--- config.mk ---
export PLATFORM = sky130hd
export DESIGN_NAME = mrrc_frame
export DESIGN_NICKNAME = d
export VERILOG_FILES = /design/src/sv/mrrc_pkg.sv /design/src/sv/mrrc_frame.sv
export SDC_FILE = /design/constraint.sdc
export NUM_CORES = 1
export LEC_CHECK = 0
export BUFFER_PORTS_ARGS = -buffer_cell sky130_fd_sc_hd__buf_2
export CORE_UTILIZATION = 35
export CTS_CLUSTER_SIZE = 12
export DETAILED_ROUTE_END_ITERATION = 8
export GPL_TIMING_DRIVEN = 0
export SYNTH_ARGS = -nofsm -noshare
export SYNTH_HDL_FRONTEND = slang
export SYNTH_SLANG_ARGS = --single-unit
--- constraint.sdc ---
create_clock -name aclk -period 4.8 [get_ports aclk]
set_input_delay 0.24 -clock aclk [delete_from_list [all_inputs] [get_ports aclk]]
set_output_delay 0.24 -clock aclk [all_outputs]
set_load 0.005 [all_outputs]
--- src/sv/mrrc_pkg.sv ---
`timescale 1ns / 1ps
// shared types, constants and crc-16 byte update for the modbus rtu response checker
// no dependencies

package mrrc_pkg;

    localparam logic [15:0] CRC_PRESET = 16'hFFFF;
    localparam logic [15:0] CRC_POLY   = 16'hA001;

    localparam logic [7:0] FUNC_READ_HOLDING = 8'h03;
    localparam logic [7:0] FUNC_READ_INPUT   = 8'h04;
    localparam logic [7:0] FUNC_WRITE_SINGLE = 8'h06;
    localparam logic [7:0] REG_PARAM_RELOAD  = 8'h05;

    localparam int NUM_HOLDING = 6;
    localparam int NUM_INPUT   = 2;

    localparam logic [2:0] ST_CRC_BAD       = 3'd0;
    localparam logic [2:0] ST_ADDR_MISMATCH = 3'd1;
    localparam logic [2:0] ST_FUNC_IGNORED  = 3'd2;
    localparam logic [2:0] ST_READ_HOLDING  = 3'd3;
    localparam logic [2:0] ST_READ_INPUT    = 3'd4;
    localparam logic [2:0] ST_WRITE_ECHO    = 3'd5;

    typedef struct packed {
        logic [7:0] frame_byte;
        logic       last_byte;
    } beat_t;

    typedef struct packed {
        logic [2:0]                       status;
        logic [NUM_HOLDING-1:0][7:0]      holding;
        logic [NUM_INPUT-1:0][7:0]        input_regs;
        logic                             request_params;
    } result_t;

    function automatic logic [15:0] crc16_byte(input logic [15:0] crc_in,
                                               input logic [7:0]  data);
        logic [15:0] c;
        c = crc_in ^ {8'h00, data};
        for (int k = 0; k < 8; k++) begin
            c = c[0] ? ((c >> 1) ^ CRC_POLY) : (c >> 1);
        end
        return c;
    endfunction

endpackage

--- src/sv/mrrc_frame.sv ---
`timescale 1ns / 1ps
// per-frame state: crc over delayed bytes, field capture and end-of-frame decode
// depends on mrrc_pkg

module mrrc_frame import mrrc_pkg::*; #(
    parameter int CAPTURED_REGISTERS = 6
) (
    input  logic       aclk,
    input  logic       aresetn,
    input  logic       step,
    input  beat_t      beat,
    input  logic [7:0] slave_address,
    output result_t    result
);

    logic [15:0] crc_reg, crc_next;
    logic [7:0]  pos_reg, pos_next;
    logic [1:0][7:0] held_reg, held_next;
    logic [7:0]  addr_reg, addr_next;
    logic [7:0]  func_reg, func_next;
    logic [7:0]  third_reg, third_next;
    logic [CAPTURED_REGISTERS-1:0][7:0] regs_reg, regs_next;

    logic [15:0] crc_base, crc_upd;
    logic [7:0]  kidx;
    logic        capture;
    logic [NUM_HOLDING-1:0][7:0] hold_w;

    always_comb begin
        crc_base = (pos_reg == 8'd0) ? CRC_PRESET : crc_reg;
        crc_upd  = (pos_reg >= 8'd2) ? crc16_byte(crc_base, held_reg[0]) : crc_base;
        held_next[0] = held_reg[1];
        held_next[1] = beat.frame_byte;
        addr_next  = (pos_reg == 8'd0) ? beat.frame_byte : addr_reg;
        func_next  = (pos_reg == 8'd1) ? beat.frame_byte : func_reg;
        third_next = (pos_reg == 8'd3) ? beat.frame_byte : third_reg;
        kidx    = 8'(pos_reg - 8'd4) >> 1;
        capture = (pos_reg >= 8'd4) && !pos_reg[0];
        for (int i = 0; i < CAPTURED_REGISTERS; i++) begin
            if (pos_reg == 8'd0) begin
                regs_next[i] = 8'h00;
            end else if (capture && kidx == 8'(i)) begin
                regs_next[i] = beat.frame_byte;
            end else begin
                regs_next[i] = regs_reg[i];
            end
        end
        if (beat.last_byte) begin
            pos_next = 8'd0;
            crc_next = CRC_PRESET;
        end else begin
            pos_next = (pos_reg == 8'd255) ? pos_reg : pos_reg + 8'd1;
            crc_next = crc_upd;
        end
    end

    for (genvar j = 0; j < NUM_HOLDING; j++) begin : g_hold
        if (j < CAPTURED_REGISTERS) begin : g_have
            assign hold_w[j] = regs_next[j];
        end else begin : g_none
            assign hold_w[j] = 8'h00;
        end
    end

    always_comb begin
        result = '0;
        priority if (pos_reg < 8'd3 || crc_upd != {held_next[0], held_next[1]}) begin
            result.status = ST_CRC_BAD;
        end else if (addr_next != slave_address) begin
            result.status = ST_ADDR_MISMATCH;
        end else if (func_next == FUNC_READ_HOLDING) begin
            result.status = ST_READ_HOLDING;
        end else if (func_next == FUNC_READ_INPUT) begin
            result.status = ST_READ_INPUT;
        end else if (func_next == FUNC_WRITE_SINGLE) begin
            result.status = ST_WRITE_ECHO;
        end else begin
            result.status = ST_FUNC_IGNORED;
        end
        unique case (result.status)
            ST_READ_HOLDING: begin
                result.holding = hold_w;
            end
            ST_READ_INPUT: begin
                result.input_regs[0] = regs_next[0];
                result.input_regs[1] = regs_next[1];
            end
            ST_WRITE_ECHO: begin
                result.request_params = (third_next == REG_PARAM_RELOAD);
            end
            default: begin
                result.request_params = 1'b0;
            end
        endcase
    end

    always_ff @(posedge aclk) begin
        if (!aresetn) begin
            crc_reg <= CRC_PRESET;
            pos_reg <= 8'd0;
        end else if (step) begin
            crc_reg <= crc_next;
            pos_reg <= pos_next;
        end
    end

    always_ff @(posedge aclk) begin
        if (step) begin
            held_reg  <= held_next;
            addr_reg  <= addr_next;
            func_reg  <= func_next;
            third_reg <= third_next;
            regs_reg  <= regs_next;
        end
    end

endmodule

; Word-level counts from Yosys, hierarchy flattened
; Index checks and enable logic that the tools add are counted.
[totals]
regBits = 112
input_bits = 20
out_inout_bits = 68
wordCells = 93
[classes]
n_addsub = 2
magnitude_cmp = 3
eq_ne = 18
mux = 36
bitwise = 9
n_reduce_logical = 12
[op_table]
columns = op, n
row1 = $mux W16, 12
row2 = $mux W8, 17
row3 = $mux W48, 1
row4 = $eq A8 B3 Y1 const B, 3
row5 = $not A2 Y3, 8
row6 = $eq A8 B2 Y1 const B, 2
row7 = $logic_not A8 Y1, 2
row8 = $ne A16 B16 Y1, 1
row9 = $xor A16 B8 Y16, 1
row10 = $mux W3, 5
row11 = $eq A7 B2 Y1 const B, 2
row12 = $eq A7 B3 Y1 const B, 2
row13 = $add A8 B1 Y8 const B, 1
row14 = $eq A8 B1 Y1 const B, 1
row15 = $eq A8 B8 Y1 const B, 1
row16 = $ge A8 B2 Y1 const B, 1
row17 = $ge A8 B3 Y1 const B, 1
row18 = $lt A8 B2 Y1 const B, 1
row19 = $ne A8 B8 Y1, 1
row20 = $sub A8 B3 Y8 const B, 1
row21 = $eq A7 B1 Y1 const B, 1
row22 = $logic_and A1 B1 Y1, 7
row23 = $eq A3 B3 Y1 const B, 2
row24 = $eq A3 B2 Y1 const B, 1
row25 = other kinds (5), 5

; Logic depth before layout (Yosys ltp)
[logic_depth]
depth_word = 25
mapped_depth = 14
mapped_depth_nobuf = 9

; Least setup slack after synthesis
; No wires, ideal clock.
[synth_timing]
path_type = reg-to-output
startpoint = register pos_reg[1]
endpoint = output port result[15] in the netlist's numbering
arrival_ns = 3.315
t_required_ns = 4.560
setup_slack_ns = 1.245
stages_incl_launch_ff = 15
n_path_buf = 5
cell_sequence = dfxtp_1 > clkbuf_1 > inv_1 > ha_1 > and2_1 > clkbuf_1 > buf_1 > a21oi_1 > xnor3_1 > a21bo_2 > o311ai_0 > nand2_1 > clkbuf_1 > clkbuf_1 > nor4_1
[synth_rtl]
columns = item, line_no
row1 = "start, declared", mrrc_frame.sv:17  ; logic [7:0] pos_reg, pos_next;
row2 = "start signal, assigned", mrrc_frame.sv:103  ; pos_reg <= pos_next;
row3 = "end, declared", mrrc_frame.sv:13  ; output result_t result

==> results.tsv <==
metric	value	unit
syn_inst	751	
pin_count	88	
area_growth	15.7	%
pre_cts_ws	0.0632	ns
status	finished clean	
synth_seq_area_share	0.422	
p_sw	0.000636	W
internal-power	0.00163	W
drive_gt1_frac	0.213	
route.vias.total	6242	
ys_ff_latch	112	
die_area	21700	sq um
coreArea	20500	sq um
leakage	3.10	nW
clkPwrFrac	0.353	
fp.dieW	147	microns
root_buffer	clkbuf_16	
cap_violations	0	
antenna_cells	0	
hold_start	beat[2]	
drt_pass1_iterations	5	
wirelength	21300	microns
fin_nets	879	
hold_end	held_next[1]	
rr_endpoint	regs_reg[17]	
grt_overflow_total	0	
die_height	147	microns
comb_power_share	0.149	
tightest_slew	1.31	ns
crit_family	buffers and inverters	
crit_fanout	10	
cts_tree	done	
syn_area	7390	sq um
place_congestion	0.922	
clock_sinks	112	
ir_drop	0.000171	V
fin_ws	0.273	ns
drt_iter0_drc	525	
ys_warn_count	0	
seq_power_share	0.497	
wl_per_cell	18.9	microns
numCtsBuffers	9	
clock_latency	0.37	ns
synth_area_leaders	edfxtp_1 36%, mux2i_1 6.9%, dfxtp_1 6.5%	
crit_buf_inv	7	
num_rows	52	
cp.required	4.56	ns
slew_headroom	0.118	
path_cells	inv_1 > ha_1 > clkbuf_1 > inv_1 > nor3_2 > buf_2 > a211oi_1 > xnor2_1 > a2111oi_1 > o2111ai_2 > buf_4 > clkbuf_1 > nor4_1 > buf_2	
clockBufferDepth	2	
drc_errors	0	
synthFlopType	edfxtp_1	
end_kind	output port	
synth_top_area_frac	0.357	
cp-start-kind	flop	
initial_utilization	0.361	
antenna_left	0	
avgSynthCellArea	9.84	sq um
clkTransAtPathRegs	0.08	ns
largest_reg_flops	48	
first_global_vias	5975	
crit_slowest_cell	a2111oi_1	
reg2reg_from	pos_reg[2]	
io_buffers	87	
vias_per_cell	5.54	
yosys.area.top_type	edfxtp_1	
antenna_found_initial	0	
grt_pass1_wl	33700	microns
skew	0.00912	ns
synth_edf_count	88	
hold_viol	0	
path_depth	14	
track_usage	0.201	
slowest_delay	0.45	ns
hold_class	in2reg	
async_flop_share	0	
ff2ff_setup_slack	1.28	ns
switching_share	0.281	
period_needed	4.53	ns
path_class	reg2out	
finalSetupViolations	0	
drv_slew	0	
whs_path_depth	1	
cts_max_level	3	
hpwl	15300	microns
netlist-cell-type-count	66	
finalCritPeriodShare	0.943	
power.density	264	nW/um^2
tns	0	ns
fmax	221	MHz
reg2reg_depth	9	
grt_max_degree	65	
synth_nets	778	
worstPathArrival	4.29	ns
## cell usage after synthesis (all sizes together), types with 3 or more instances
library cell / number
dfxtp: 24
a21oi: 9
o31a: 8
or4: 7
a31oi: 3
edfxtp: 88
inv: 12
o31ai: 3
nor3: 11
ha: 7
xnor3: 4
a211oi: 7
mux2: 16
nand2: 42
and3: 3
mux2i: 51
clkbuf: 48
nor2: 73
and3b: 8
xnor2: 24
nand3: 89
o21ai: 22
o22ai: 16
buf: 26
xor3: 3
and2: 6
a21boi: 9
nor4: 75
xor2: 17
## worst reg2reg max path, cell delays in order (launching register included)
cell      delay [ns]
dfxtp_1         0.40
inv_1           0.12
ha_1            0.21
clkbuf_1        0.23
xor2_1          0.20
or4_1           0.42
clkbuf_1        0.19
nor4_2          1.11
mux2i_1         0.28
nor2_1          0.10
## layout by cell type, fill, tap and decap left out, drive strengths merged, types with 22 or more instances in the layout
cell,n
o21ai,22
mux2i,51
nor2,73
xnor2,24
nand2,42
edfxtp,88
buf,117
nor4,75
nand3,89
clkbuf,56
dfxtp,24
## final cells by class
type,count,area (sq um)
repair buffers,91,488
fillers,2054,11900
multi-input cells,553,3920
well taps,270,338
flip-flops and latches,112,3120
inverters,12,45.0
clock buffers,9,225
plain buffers,73,340
clock inverters,6,76.3
## repair_timing
item                                    CTS  global route
cloned                                    0             0
pin swaps                                 0             3
endpoints found under the setup margin   37            62
hold buffers                              0             0
setup buffers                             0             3
resized for setup                         4            11
## power by group through the flow
stage | registers [W] | clock network [W] | logic [W]
after floorplan | 0.00114 | 0 | 0.000228
after global routing | 0.00113 | 0.000845 | 0.000370
final | 0.00112 | 0.000799 | 0.000337
after detailed placement | 0.00115 | 0 | 0.000328
after global placement | 0.00115 | 0 | 0.000322
after CTS | 0.00112 | 0.000809 | 0.000333
## metrics by stage
stage / instance area, sq um / power (W) / hold WS, ns / utilization / cells
floorplan: 7390 / 0.00137 / 0.339 / - / 751
global placement: 8170 / 0.00147 / 0.434 / 0.398 / 1108
detailed placement: 8200 / 0.00148 / 0.436 / 0.400 / 1109
CTS: 8510 / 0.00227 / 0.0487 / 0.415 / 1123
global route: 8550 / 0.00235 / 0.0525 / 0.417 / 1126
finish: 8550 / 0.00226 / 0.0541 / 0.417 / 1126
## cell families after synthesis
group                      count (synthesis)  share of synthesized area
DFF                                      112                      0.422
buffers and inverters                     86                     0.0518
AOI/OAI and AO/OA                        100                     0.0936
muxes                                     67                     0.0934
xor gates and xnor gates                  48                     0.0704
adders and majority gates                  7                     0.0118
and+or+nand+nor                          331                      0.257
## routing by layer
metal | routed length, microns | vias up | global-route usage | part of all wire
met4 | 367 | 0 | 0.0531 | 0.017
met1 | 9800 | 2969 | 0.280 | 0.46
met5 | 0 | - | 0 | 0
met3 | 1310 | 24 | 0.0416 | 0.061
met2 | 9780 | 214 | 0.316 | 0.46
li1 | - | 3035 | - | -
## worst max-delay path by stage
stage / startpoint / slack [ns] / end
6_report: pos_reg[2] / 0.27 / result[6]
5_1_grt: pos_reg[1] / -0.004 / result[30]
4_1_cts: pos_reg[5] / 0.09 / result[22]
3_5_place_dp: pos_reg[1] / 0.06 / result[60]
3_3_place_gp: pos_reg[1] / 0.05 / result[10]
2_1_floorplan: pos_reg[1] / 1.24 / result[15]
No activity file was read; power rests on OpenSTA's default activity.
